## config.mk

```make
export PLATFORM = sky130hd
export DESIGN_NAME = i128_back
export DESIGN_NICKNAME = d
export VERILOG_FILES = /design/src/rtl/i128_pkg.sv /design/src/rtl/i128_back.sv
export SDC_FILE = /design/constraint.sdc
export NUM_CORES = 1
export LEC_CHECK = 0
export BUFFER_PORTS_ARGS = -buffer_cell sky130_fd_sc_hd__buf_2
export CAP_MARGIN = 30
export CORE_AREA = 2 2 201 203
export CTS_BUF_LIST = sky130_fd_sc_hd__clkbuf_16
export DETAILED_ROUTE_END_ITERATION = 7
export DIE_AREA = 0 0 203 205
export GPL_ROUTABILITY_DRIVEN = 0
export HOLD_SLACK_MARGIN = 0.1
export PLACE_DENSITY = 0.57
export SLEW_MARGIN = 0
export SYNTH_ARGS = -nofsm -noshare
export SYNTH_HDL_FRONTEND = slang
export SYNTH_SLANG_ARGS = --single-unit
```

## constraint.sdc

```tcl
create_clock -name clock -period 10.7 [get_ports clock]
set_input_delay 1.605 -clock clock [delete_from_list [all_inputs] [get_ports clock]]
set_output_delay 1.605 -clock clock [all_outputs]
set_load 0.01 [all_outputs]
```

## src/rtl/i128_pkg.sv

```systemverilog
`timescale 1ns / 1ps

package i128_pkg;

   localparam int unsigned WordBits = 64;
   localparam int unsigned DataBits = 128;
   localparam int unsigned LimbBits = 32;
   localparam int unsigned OpBits   = 3;

   typedef enum logic [OpBits-1:0] {
      OP_UDIV = 3'd0,
      OP_UREM = 3'd1,
      OP_SDIV = 3'd2,
      OP_SREM = 3'd3,
      OP_MUL  = 3'd4
   } opcode_type;

   // One transaction as it moves through the divide stages.
   typedef struct packed {
      logic                valid;
      logic [OpBits-1:0]   op;
      logic                neg_q;
      logic                neg_r;
      logic                div_zero;
      logic [DataBits-1:0] rem;
      logic [DataBits-1:0] num;
      logic [DataBits-1:0] den;
   } stage_type;

endpackage

```

## src/rtl/i128_back.sv

```systemverilog
`timescale 1ns / 1ps

module i128_back (
   input  logic                            clock,
   input  logic                            reset,
   input  i128_pkg::stage_type             in_stage,
   output logic                            out_valid,
   output logic [i128_pkg::DataBits-1:0]   out_result
);

   localparam int unsigned D = i128_pkg::DataBits;

   logic [D-1:0] sel;
   logic         negate;
   logic [D-1:0] result_in, result_ff;
   logic         valid_ff;

   always_comb begin
      sel    = '0;
      negate = 1'b0;
      case (in_stage.op)
         i128_pkg::OP_UDIV: sel = in_stage.num;
         i128_pkg::OP_UREM: sel = in_stage.rem;
         i128_pkg::OP_SDIV: begin
            sel    = in_stage.num;
            negate = in_stage.neg_q;
         end
         i128_pkg::OP_SREM: begin
            sel    = in_stage.rem;
            negate = in_stage.neg_r;
         end
         i128_pkg::OP_MUL:  sel = in_stage.rem;
         default:           sel = '0;
      endcase
      result_in = negate ? (~sel + 1'b1) : sel;
      // drop divide results for a zero divisor
      if (in_stage.div_zero && in_stage.op != i128_pkg::OP_MUL) begin
         result_in = '0;
      end
   end

   always_ff @(posedge clock) begin
      if (reset) begin
         valid_ff <= 1'b0;
      end else begin
         valid_ff <= in_stage.valid;
      end
      result_ff <= result_in;
   end

   assign out_valid  = valid_ff;
   assign out_result = result_ff;

endmodule

```

; Word level (Yosys, flattened, before mapping)
; Cells that the tools add are included.
[word_totals]
word_cells = 16
output_inout_bits = 129
input_bits = 393
register_bits = 129
[classes]
reduce_logical = 4
mux = 3
n_eq_ne = 5
n_bitwise = 1
add_sub_neg = 1
[ops]
columns = op, n
row1 = $pmux 128 s2, 1
row2 = $add 128x1->128 const B, 1
row3 = $mux 128, 1
row4 = $not 128->128, 1
row5 = $eq 3x2->1 const B, 2
row6 = $eq 3x1->1 const B, 1
row7 = $eq 3x3->1 const B, 1
row8 = $logic_not 3->1, 1
row9 = $ne 3x3->1 const B, 1
row10 = $reduce_or 3->1, 1
row11 = $pmux 1 s2, 1
row12 = $reduce_or 2->1, 1
row13 = $logic_and 1x1->1, 1

; Longest topological paths before layout
[depth]
depth_word = 6
ltp_mapped = 19
depth_no_buf = 9

; Worst setup path after synthesis
; No wires, ideal clock.
[synth_timing]
path_kind = input -> register
start = input in_stage[389] in the netlist's numbering
end = register result_ff[107] (netlist: out_result[107])
arrival_ns = 4.431
slack_ns = 6.146
path_buffers = 6
path_stages = 15
t_required_ns = 10.578
path_cell_list = buf_6 -> nor2b_4 -> buf_6 -> buf_6 -> buf_6 -> buf_6 -> buf_4 -> a22oi_2 -> a2bb2oi_1 -> nand4_1 -> or3_1 -> or4_1 -> nor3_2 -> nor2_1 -> a311o_1
[synth_via]
elab_chain_cells = 6
elab_cells_between_ends = 14
classes_between = add/sub (1) / eq/ne (5) / mux (3) / bitwise (1) / reduce/logical (4)
[synth_rtl]
columns = element, line
row1 = from (decl), i128_back.sv:6  ; input i128_pkg::stage_type in_stage,
row2 = $eq 3x3->1 (tied with other cells), i128_back.sv:21  ; case (in_stage.op)
row3 = $reduce_or 3->1 (no line) or $reduce_or 2->1 (tied branches), -
row4 = $pmux 128 s2, i128_back.sv:21
row5 = $not 128->128, i128_back.sv:35  ; result_in = negate ? (~sel + 1'b1) : sel;
row6 = $add 128x1->128, i128_back.sv:35
row7 = $mux 128, i128_back.sv:35
row8 = to (signal assigned), i128_back.sv:48  ; result_ff <= result_in;
row9 = to (decl), i128_back.sv:15  ; logic [D-1:0] result_in, result_ff;
; Several ways; a longest one is shown, not always the timed one.
; A chain may end at the register's enable or synchronous reset.

; Final worst setup path
; Same ends and word-level chain as after synthesis.

==> flow_summary.json <==
{
  "final.period_utilization": 0.573,
  "port_buffers": 393,
  "worst_setup_path_end_kind": "flop",
  "final-hold-violation-count": 0,
  "clk_transition_reported_paths_ns": 0.06,
  "syn_area_per_cell_um2": 7.49,
  "crit_family": "simple AND/OR/NAND/NOR gates",
  "htree_levels": 4,
  "core.rowCount": 73,
  "drc_violation_total_after_the_first_tritonroute_iteration": 1086,
  "worstMarginPinSlew_ns": 1.04,
  "final_period_minus_worst_setup_slack_ns": 6.13,
  "synth_largest_area_cell": "dfxtp_1",
  "critPathSlowestCell": "nor3_2",
  "rsz0062_at_grt": "no",
  "postSynth.topFlopCell": "dfxtp_1",
  "routed_wire_length_per_instance_um": 22.1,
  "die_w_um": 203,
  "p_leak_nw": 5.36,
  "synth_nets": 1754,
  "synth-seq-cells": 129,
  "vias_in_the_first_global_route": 11300,
  "ctsResizeCount": 0,
  "timing.critical_path.from_type": "input pin",
  "multiInputGateArea_mm2": 0.00693,
  "synth-seq-area-share": 0.254,
  "worst_slew_margin_rel": 0.303,
  "irDropWorstVdd_mv": 0.0756,
  "pwr-share-seq": 0.320,
  "final_antenna_net_count": 0,
  "timing.critical_path.required_ns": 11.02,
  "worstPathMaxFanout": 67,
  "area_delta_synth_final_pct": 26.6,
  "drt_first_pass_iters": 6,
  "sequential_cell_area_mm2": 0.00258,
  "root_cell_of_the_clock_tree": "clkbuf_16",
  "synth_top_cell_area_share": 0.254,
  "initial_antenna_violation_count": 9,
  "max-clock-path-buffers": 2,
  "run_status": "completed",
  "hp-class": "in -> reg",
  "clock_power_share": 0.379,
  "setup-violations-final": 0,
  "synth_area_leaders": "dfxtp_1 25%, a22oi_1 7.7%, nand2_1 6.6%",
  "die_h_um": 205,
  "timing.critical_path.cells": "buf_4 -> inv_4 -> buf_4 -> a22oi_1 -> o21ai_0 -> nor4_2 -> and3_1 -> nand4_1 -> nor3_2 -> nor2_1 -> a311o_1",
  "top_level_ports": 522,
  "number_of_violations_of_the_max_capacitance_limit": 0,
  "slew_violations": 0,
  "synth-edff-count": 0,
  "synth.top_cells.by_count": "180 x nand2_1, 161 x nor2_1, 129 x dfxtp_1, 104 x a22oi_1, 63 x xnor2_1",
  "nFillCells": 4240,
  "finalWorstSetupSlack_ns": 4.57,
  "yosys_warnings": 0,
  "vias": 12100,
  "numCtsBuffers": 17,
  "syn_inst": 1360,
  "fin_worst_hold_slack_ns": 1.33,
  "crit_path_max_incr_delay_ns": 0.74,
  "drt-total-wl_um": 48700,
  "dominant_cell_by_count_in_the_synthesized_netlist": "nand2_1",
  "cts_tree": "done",
  "drt_drc_violations_left": 0,
  "layout-drive-gt1-share": 0.284,
  "swShare": 0.335,
  "dp_cells": 2174,
  "cellPowerDensity_mw_per_mm2": 131,
  "power_frac_comb": 0.301,
  "core-area_mm2": 0.0394,
  "synthesis.area_mm2": 0.0102,
  "die-area_mm2": 0.0416,
  "clock_sinks": 129,
  "cts.hold.buffers_added": 0,
  "hpwlAfterDp_um": 37600,
  "start_util": 0.259,
  "ys_async_sr_fraction": 0,
  "power.internal_w": 0.00113,
  "grt_usage": 0.226,
  "ys_types": 78,
  "finalNonFillerCells": 2208,
  "globalRoute.totalOverflow": 0,
  "avgViaCountPerCell": 5.49,
  "post-layout-total-power_w": 0.00169,
  "fmax_mhz": 163,
  "pre_cts_slack_ns": 4.10,
  "total_neg_setup_slack_ns": 0,
  "path_common_cell": "buf_4",
  "design.final.nets": 2062,
  "setup.worst_path.class": "in -> reg",
  "grt_start_max_net_pins": 112,
  "power.net_switching_w": 0.000568,
  "grt_first_pass_wirelength_um": 70000,
  "number_of_buffers_and_inverters_on_the_critical_path": 3,
  "arrival_time_worst_endpoint_ns": 6.45,
  "post_cts.repair.setup_buffers": 0
}
==> power groups by stage <==
stage / Clock, W / Sequential, W / Combinational (W)
final: 0.000642 / 0.000542 / 0.000510
after global routing: 0.000678 / 0.000545 / 0.000554
after CTS: 0.000659 / 0.000543 / 0.000509
after detailed placement: 0 / 0.000553 / 0.000507
after global placement: 0 / 0.000553 / 0.000502
after floorplan: 0 / 0.000573 / 0.000289
==> stage by stage <==
step	util	area, um^2
after global routing	0.327	12900
after CTS	0.327	12900
final	0.328	12900
after global placement	0.312	12300
after detailed placement	0.312	12300
after floorplan	-	10200
==> worst paths after layout <==
path,start,end,slack (ns),cells past startpoint
setup / recovery,in_stage[389],out_result[107]$_SDFF_PP0_,4.57,11
hold / removal,reset,out_valid$_SDFF_PP0_,1.33,2
==> layer usage <==
layer | GRT usage | vias up | share of wire
met3 | 0.0549 | 77 | 0.084
li1 | - | 5676 | -
met2 | 0.372 | 605 | 0.45
met4 | 0.0761 | 10 | 0.024
met1 | 0.290 | 5752 | 0.44
met5 | 0 | - | 0.0014
==> flip-flops by register name, summed over array words and instances, names as in the netlist <==
name / cells
out_result: 128
out_valid: 1
==> cells by family (layout without fill, tap and decap cells) <==
logic type / count (synthesis) / in the layout / share of synthesized area
xor+xnor: 91 / 91 / 0.0782
mux: 25 / 25 / 0.0248
compound gates: 404 / 404 / 0.290
simple gates: 587 / 587 / 0.283
buf+inv: 123 / 442 / 0.0692
fa+ha+maj: 1 / 1 / 0.00123
other cells: 0 / 4 / 0
flops: 129 / 129 / 0.254
==> cells in the final DEF, fill, tap and decap left out, types with 19 or more instances in the layout <==
cell type,netlist,layout
buf_2,26,391
nand2_1,180,180
nor2_1,161,161
dfxtp_1,129,129
a22oi_1,104,104
xnor2_1,63,63
o22a_1,60,60
nor3_1,46,46
o21ai_0,44,44
nand3_1,44,43
a21oi_1,38,38
o22ai_1,35,35
xor2_1,28,28
mux2i_1,23,23
nand4_1,22,22
a31oi_1,22,22
o41ai_1,20,20
nor4_1,19,19
==> layout make-up <==
type | instances | share of cell area
Antenna cell | 4 | 0.000776
Timing Repair Buffer | 406 | 0.161
Inverter | 6 | 0.00194
Multi-Input combinational cell | 1108 | 0.537
Clock buffer | 17 | 0.0330
Sequential cell | 129 | 0.200
Clock inverter | 13 | 0.0151
Tap cell | 525 | 0.0509
Note: power is estimated with default switching activity, not from simulation.
