## src/rtl/i128_pkg.sv

```systemverilog
`timescale 1ns / 1ps

package i128_pkg;

   localparam int unsigned WordBits = 64;
   localparam int unsigned DataBits = 128;
   localparam int unsigned LimbBits = 32;
   localparam int unsigned OpBits   = 3;

   typedef enum logic [OpBits-1:0] {
      OP_UDIV = 3'd0,
      OP_UREM = 3'd1,
      OP_SDIV = 3'd2,
      OP_SREM = 3'd3,
      OP_MUL  = 3'd4
   } opcode_type;

   // One transaction as it moves through the divide stages.
   typedef struct packed {
      logic                valid;
      logic [OpBits-1:0]   op;
      logic                neg_q;
      logic                neg_r;
      logic                div_zero;
      logic [DataBits-1:0] rem;
      logic [DataBits-1:0] num;
      logic [DataBits-1:0] den;
   } stage_type;

endpackage

```

## src/rtl/i128_div_stage.sv

```systemverilog
`timescale 1ns / 1ps

module i128_div_stage (
   input  logic                 clock,
   input  logic                 reset,
   input  i128_pkg::stage_type  in_stage,
   output i128_pkg::stage_type  out_stage
);

   localparam int unsigned D = i128_pkg::DataBits;

   logic [D-1:0]        shifted;
   logic [D:0]          diff;
   logic                take;
   i128_pkg::stage_type stage_in, stage_ff;

   always_comb begin
      shifted  = {in_stage.rem[D-2:0], in_stage.num[D-1]};
      diff     = {in_stage.rem[D-1], shifted} - {1'b0, in_stage.den};
      take     = ~diff[D];
      stage_in = in_stage;
      // multiply transactions pass untouched
      if (in_stage.op != i128_pkg::OP_MUL) begin
         stage_in.rem = take ? diff[D-1:0] : shifted;
         stage_in.num = {in_stage.num[D-2:0], take};
      end
   end

   always_ff @(posedge clock) begin
      if (reset) begin
         stage_ff.valid <= 1'b0;
      end else begin
         stage_ff.valid <= stage_in.valid;
      end
      stage_ff.op       <= stage_in.op;
      stage_ff.neg_q    <= stage_in.neg_q;
      stage_ff.neg_r    <= stage_in.neg_r;
      stage_ff.div_zero <= stage_in.div_zero;
      stage_ff.rem      <= stage_in.rem;
      stage_ff.num      <= stage_in.num;
      stage_ff.den      <= stage_in.den;
   end

   assign out_stage = stage_ff;

endmodule

```

## config.mk

```make
export PLATFORM = sky130hd
export DESIGN_NAME = i128_div_stage
export DESIGN_NICKNAME = d
export VERILOG_FILES = /design/src/rtl/i128_pkg.sv /design/src/rtl/i128_div_stage.sv
export SDC_FILE = /design/constraint.sdc
export NUM_CORES = 1
export LEC_CHECK = 0
export ABC_AREA = 1
export BUFFER_PORTS_ARGS = -buffer_cell sky130_fd_sc_hd__buf_2
export CORE_AREA = 2 2 308 310
export DETAILED_ROUTE_END_ITERATION = 6
export DIE_AREA = 0 0 310 312
export MAX_ROUTING_LAYER = met4
export PLACE_DENSITY = 0.48
export RECOVER_POWER = 50
export SLEW_MARGIN = 10
export SYNTH_ARGS = -nofsm -noshare
export SYNTH_HDL_FRONTEND = slang
export SYNTH_SLANG_ARGS = --single-unit
```

## constraint.sdc

```tcl
create_clock -name clock -period 2.65 [get_ports clock]
set_input_delay 0.1325 -clock clock [delete_from_list [all_inputs] [get_ports clock]]
set_output_delay 0.1325 -clock clock [all_outputs]
set_load 0.03 [all_outputs]
```

Word-level counts from Yosys, hierarchy flattened. Cells that the tools add are included.

Input bits: 393. Word-level logic and storage cells: 13. Register bits: 391. Output and inout port bits: 391.

Bitwise operators: 1. Multiplexer cells: 2. $add $sub $neg: 1. Equality and inequality tests: 1.

Operators by type and width (number): two-way mux 256 bit (1); subtractor 129 x 128 -> 129 bit (1); two-way mux 128 bit (1); != test 3 bit (second input constant) (1); inverter 1 bit (1).

Longest topological paths before layout. Gate-level depths: netlist of run 1.

Word-level depth: 3. Gate-level depth with buffers: 24. Mapped depth without buffers: 22.

Worst setup path before layout of run 1. Ideal clock, no wire load.

Kind: input to register. From: in in_stage[255] in the netlist's numbering. To: reg stage_ff (netlist bit out_stage[343]). Path buffers: 2. Arrival time: 2.215 ns. Data required time: 2.537 ns. Slack: 0.323 ns. Stages on the path: 23. Setup time: 0.113 ns. Cells stage by stage: inv_1 -> ha_1 -> fa_1 -> inv_1 -> nand2_1 -> nand2_1 -> nand3_1 -> nand2_2 -> nand2_1 -> nand2_2 -> nand2_1 -> nand2_2 -> nand2_1 -> nand2_2 -> nand2_2 -> nand2_2 -> nand2_2 -> nand2_4 -> buf_8 -> buf_12 -> nand2_4 -> nand3_2 -> nand2_1.

RTL lines: start: declaration (RTL line i128_div_stage.sv:6) `input i128_pkg::stage_type in_stage,`; end: declaration (RTL line i128_div_stage.sv:15) `i128_pkg::stage_type stage_in, stage_ff;`.

==> run_results.csv, run 1 <==
group,metric,value,unit
clock_tree,numCtsBuffers,46,
logic_synthesis,ys.flop_type,"dfxtp_1",
status,status,"finished with violations",
logic_synthesis,ys_seq_area_share,28.17,%
worst_setup_path,worstPathArrival,3100,ps
logic_synthesis,synthArstFlopShare,0,%
power,power_density,503.8,nW/um2
timing,setup_slack,80.70,ps
placement,dpl.hpwl,129100,um
global_route,track_usage,31.59,%
worst_setup_path,worst_path_largest_cell_delay,530,ps
placement,pre_cts_ws,-280.6,ps
worst_setup_path,end_kind,"flip-flop",
logic_synthesis,synth_top_area_share,30.44,%
floorplanning,die-area,96720,um2
logic_synthesis,synth_top_cell_by_area,"nand2_1",
timing,period_share,96.95,%
logic_synthesis,syn_area,27790,um2
status,violations,"DRC",
floorplanning,start_util,29.87,%
worst_setup_path,critPathKind,"input port to flip-flop",
worst_setup_path,crit_slowest_cell,"dlygate4sd3_1",
logic_synthesis,synth_area_leaders,"nand2_1 (30%), dfxtp_1 (28%), inv_1 (17%), ha_1 (5.8%), nor2_1 (4.1%)",
timing,fin_worst_hold_slack,66.55,ps
logic_synthesis,ys_seq_elements,391,
cells_and_area,fin_nets,7486,
timing,setup_viol_count_final,0,
timing,finalCriticalPeriod,2569,ps
cells_and_area,drive_above_1_share,22.08,%
worst_setup_path,worst_path_most_repeated_cell,"nand2_1",
floorplanning,io_pins,784,
clock_tree,cts_sinks,391,
worst_setup_path,critPathMaxFanout,5,
clock_tree,htreeDepth,2,
logic_synthesis,synth_area_per_cell,5.513,um2
global_route,grt_max_degree,84,
cells_and_area,area_growth_syn_to_layout,63.08,%
floorplanning,rows,112,
worst_setup_path,crit_buf_inv,7,
logic_synthesis,synth_cell_type_count,35,
hold_path,min_path_type,"input port to flip-flop",
worst_setup_path,critPathLaunchType,"input port",
global_route,grtUsageMet3,3.716,%
route,via_per_inst,4.359,
timing,worst_pin_slew,982.0,ps
global_route,met2_usage,54.07,%
clock_tree,clk_path_buf_depth,3,
global_route,grt_pass1_wl,220600,um
placement,io_buffer_count,783,
timing,timing.fmax,0.3892,GHz
placement,gp_congestion,0.9837,
route,dr.pass1.iters,7,
worst_setup_path,cp_top_family,"simple AND/OR/NAND/NOR gates",
floorplanning,design.core.area,93050,um2
route,routed_wl,155700,um
job,maxCapViolations,0,
floorplanning,die_width,310,um
floorplanning,fp.dieH,312,um
clock_tree,clk_pin_slew,60,ps
logic_synthesis,synthesis.instances,5041,
route,num_vias,36019,
timing,finalMaxSlewViolations,0,
timing,slew_headroom,33.84,%
route,wl_per_cell,18.85,um
logic_synthesis,synth.most_common_cell,"nand2_1",
placement,dp.cells,7719,
logic_synthesis,synth_nets,5563,
power,peakVddDrop,0.5084,mV
timing,rsz0062_at_grt,"yes",
global_route,grt_use_met1,38.59,%
global_route,grt_overflow,0,
route,drtIter0Drc,2401,
power,p_leak,0.02676,uW
logic_synthesis,synth_edf_count,0,
route,ant_nets,0,
global_route,grt_pass1_vias,35462,
cells_and_area,layout.cells.non_filler,8263,
clock_tree,root_buffer,"clkbuf_16",
clock_tree,cts_tree,"yes",
timing,final_hold_viol_count,0,
cells_and_area,largest_register_ffs,391,
route,drc_errors,1,
global_route,antenna_found_initial,15,
logic_synthesis,yosys_warnings,0,
logic_synthesis,yosys-top-cells-count,"nand2_1 (2254), inv_1 (1251), dfxtp_1 (391), nor2_1 (305), nand3_1 (207)",
global_route,top_usage_layer,"met2",
worst_setup_path,required,3180,ps
-- layer usage --
layer | share of wire [%] | up-vias
met4 | 3.4 | 0
met2 | 48 | 1059
li1 | - | 18437
met1 | 43 | 16333
met5 | 0 | -
met3 | 5.4 | 190
-- logic make-up after synthesis --
kind of cell | synth area share [%]
simple gates | 41.20
buf+inv | 18.62
flops | 28.17
compound gates | 4.196
fa+ha+maj | 5.835
xor+xnor | 1.986
-- area by class of cell --
| type | instances | area (um2) |
|---|---|---|
| Clock inverter | 17 | 274.0 |
| Tap cell | 1254 | 1569 |
| Fill cell | 10328 | 47730 |
| Timing Repair Buffer | 1958 | 13730 |
| Sequential cell | 391 | 7828 |
| Multi-Input combinational cell | 3304 | 15850 |
| Clock buffer | 64 | 1289 |
| Inverter | 1263 | 4748 |
| Antenna cell | 12 | 30.03 |
-- stage by stage --
step / setup TNS, ps / area [um2] / power (uW) / util (%)
floorplan: 0 / 27790 / 11370 / -
global placement: -22310 / 38460 / 15330 / 41.34
detailed placement: -23530 / 38460 / 15310 / 41.34
CTS: 0 / 44320 / 22650 / 47.63
global route: -206.2 / 45310 / 24040 / 48.69
finish: 0 / 45320 / 22830 / 48.71
-- power breakdown --
group          switching, uW  leakage, uW  internal [uW]
clock                   2840     0.000746           3830
sequential               252      0.00330           6530
combinational           5890       0.0227           3490
-- repair_timing --
| action | in CTS | in global routing |
|---|---|---|
| buffers inserted | 0 | 13 |
| resized for setup | 0 | 234 |
| hold endpoints to repair | 391 | 1 |
| hold buffers | 429 | 1 |
| endpoints found under the setup margin | 0 | 129 |
-- cells in the final DEF (no fill, tap or decap), drive strengths merged, types with 128 or more instances in the layout --
| cell type | netlist | layout |
|---|---|---|
| buf | 31 | 1203 |
| clkbuf | 52 | 389 |
| dfxtp | 391 | 391 |
| dlygate4sd3 | 0 | 427 |
| ha | 128 | 128 |
| inv | 1260 | 1263 |
| nand2 | 2283 | 2283 |
| nand3 | 217 | 217 |
| nor2 | 317 | 317 |
| o21ai | 139 | 139 |
-- final timing paths --
path	end	from	slack [ps]	depth (start not counted)
min	out_stage[256]	in_stage[256]	70	5
max	out_stage[378]	in_stage[72]	80	25
(Power assumes the default switching activity.)
==> inputs of run 2 (changes only) <==
--- a/config.mk
+++ b/config.mk
@@ -7,13 +7,14 @@
 export LEC_CHECK = 0
 export ABC_AREA = 1
 export BUFFER_PORTS_ARGS = -buffer_cell sky130_fd_sc_hd__buf_2
-export CORE_AREA = 2 2 308 310
+export CORE_AREA = 2 2 306 308
+export CTS_BUF_LIST = sky130_fd_sc_hd__clkbuf_2
 export DETAILED_ROUTE_END_ITERATION = 6
-export DIE_AREA = 0 0 310 312
+export DIE_AREA = 0 0 308 310
 export MAX_ROUTING_LAYER = met4
 export PLACE_DENSITY = 0.48
 export RECOVER_POWER = 50
-export SLEW_MARGIN = 10
+export SLEW_MARGIN = 20
 export SYNTH_ARGS = -nofsm -noshare
 export SYNTH_HDL_FRONTEND = slang
 export SYNTH_SLANG_ARGS = --single-unit
==> run 2 against run 1 <==
The flow finishes with violations (DRC, setup timing). Combinational power grew 7%. Sequential share of layout area fell by 1.5 points. Total power fell by 5.2%. Sequential power is essentially flat. Via count is 11% higher.
==> run_results.csv, run 2 (synthesis gave the netlist of run 1 again) <==
group,metric,value,unit
worst_setup_path,crit_slowest_cell,"dlygate4sd3_1",
global_route,track_usage,36.91,%
power,peakVddDrop,0.3757,mV
worst_setup_path,crit_start,"in_stage[9]",
route,dr.pass1.iters,7,
job,maxCapViolations,0,
route,drc_errors,2,
hold_path,hold_path_depth,10,
floorplanning,die_width,308,um
cells_and_area,largest_register_ffs,391,
route,wl_per_cell,19.85,um
clock_tree,cts_sinks,391,
timing,timing.fmax,0.3646,GHz
power,p_sw_share,43.83,%
route,routed_wl,176100,um
timing,period_share,103.5,%
clock_tree,cts_tree,"yes",
clock_tree,root_buffer,"clkbuf_2",
timing,rsz0062_at_grt,"yes",
worst_setup_path,cp_top_family,"simple AND/OR/NAND/NOR gates",
power,seqPwrFrac,31.5,%
route,ant_nets,0,
worst_setup_path,worst_path_most_repeated_cell,"nand2_1",
timing,fin_worst_hold_slack,55.49,ps
cells_and_area,area_growth_syn_to_layout,79.12,%
power,power_density,434.9,nW/um2
global_route,grt_pass1_wl,252900,um
global_route,grt_pass1_vias,40743,
worst_setup_path,crit_buf_inv,4,
worst_setup_path,worstPathCellList,"dlygate4sd3_1 -> dlygate4sd3_1 -> clkbuf_1 -> inv_1 -> ha_1 -> nand2_1 -> nor2_1 -> nand3_1 -> nand3_1 -> nand2_1 -> nand2_2 -> nand2_1 -> nand3_1 -> nand2_1 -> nand3_1 -> nand2_1 -> nand2_2 -> nand2_1 -> nand2_1 -> nand2_1",
global_route,grt_overflow,0,
power,switchingPower,9487,uW
route,drtIter0Drc,3462,
power,clkPwrFrac,22.3,%
hold_path,min_path_type,"input port to flip-flop",
worst_setup_path,end_kind,"flip-flop",
clock_tree,clk_pin_slew,110,ps
timing,worst_pin_slew,987.4,ps
route,via_per_inst,4.497,
clock_tree,numCtsBuffers,105,
timing,setup_viol_count_final,4,
worst_setup_path,required,3890,ps
worst_setup_path,path_depth,20,
floorplanning,rows,112,
cells_and_area,layout_commonest_cell,"nand2_1",
timing,finalMaxSlewViolations,0,
clock_tree,htreeDepth,3,
global_route,grt_max_degree,118,
power,pwr-share-comb,46.2,%
timing,final_hold_viol_count,0,
floorplanning,start_util,30.05,%
power,p_leak,0.02912,uW
status,status,"finished with violations",
placement,gp_congestion,0.9974,
floorplanning,design.core.area,92490,um2
cells_and_area,fin_nets,8108,
worst_setup_path,worst_path_largest_cell_delay,570,ps
timing,slew_headroom,33.48,%
worst_setup_path,critPathKind,"input port to flip-flop",
cells_and_area,final_cell_mix,"nand2_1 (2234), inv_1 (1248), dlygate4sd3_1 (1077)",
placement,io_buffer_count,783,
status,violations,"DRC, setup timing",
worst_setup_path,worstPathArrival,3980,ps
worst_setup_path,critPathMaxFanout,4,
cells_and_area,drive_above_1_share,19.73,%
worst_setup_path,crit_end,"out_stage[370]",
timing,finalSetupTns,-140.4,ps
timing,setup_slack,-93.02,ps
floorplanning,io_pins,784,
power,power.internal,12160,uW
route,num_vias,39893,
timing,finalCriticalPeriod,2743,ps
global_route,antenna_found_initial,14,
floorplanning,die-area,95480,um2
clock_tree,clk_path_buf_depth,3,
worst_setup_path,critPathLaunchType,"input port",
placement,dpl.hpwl,128400,um
floorplanning,fp.dieH,310,um
[run 2: cell types whose count changed in the layout (fill, tap and decap cells not counted), moves of 37 or more]
cell,before,now
buf_2,484,575
nand2_1,2187,2234
ha_1,83,120
nand2_2,80,35
buf_4,696,630
dlygate4sd3_1,427,1077
clkbuf_1,318,216
clkbuf_2,1,154
clkbuf_16,52,1
[run 2: power by group through the flow]
stage / Clock [uW] / Combinational [uW] / Sequential [uW]
3_5_place_dp: 0 / 8390 / 6860
6_report: 4830 / 10000 / 6810
4_1_cts: 4770 / 9700 / 6730
2_1_floorplan: 0 / 3230 / 8140
3_3_place_gp: 0 / 8390 / 6880
5_1_grt: 5250 / 10700 / 6830
[run 2: what timing repair did]
item / CTS / global route
hold buffers: 1076 / 2
setup endpoints to repair: 0 / 115
gates resized for setup: 0 / 64
setup buffers: 0 / 6
hold endpoints to repair: 391 / 3
[run 2: cell type report]
| type | count | area, um2 |
|---|---|---|
| fill | 9249 | 42710 |
| timing repair buffer | 2521 | 19640 |
| multi-input combinational | 3304 | 15060 |
| sequential | 391 | 7828 |
| inverter | 1263 | 4748 |
| tap | 1197 | 1498 |
| clock buffer | 154 | 770.7 |
| clock inverter | 27 | 196.4 |
| antenna | 15 | 37.54 |
[run 2: layer usage]
layer	share of wire [%]	vias up	track usage [%]
met4	5.1	0	16.47
li1	-	19737	-
met3	6.8	504	6.831
met2	47	1636	61.43
met5	0	-	-
met1	41	18016	43.34
[run 2: worst min-delay path by stage]
stage / from / to
global route: in_stage[59] / out_stage[59]
finish: in_stage[368] / out_stage[369]
floorplan: in_stage[0] / out_stage[0]
detailed placement: in_stage[107] / out_stage[107]
global placement: in_stage[20] / out_stage[20]
CTS: in_stage[368] / out_stage[369]
[run 2: per-stage QoR]
stage	util (%)	cell area (um2)	setup WS, ps	std cells	power, uW
final	53.82	49780	-93.02	8872	21650
after global routing	53.81	49770	-105.3	8869	22820
after floorplan	-	27790	322.7	5041	11370
after detailed placement	41.03	37950	-303.0	7591	15250
after CTS	53.72	49680	4.825	8848	21210
after global placement	41.03	37950	-310.2	7591	15270
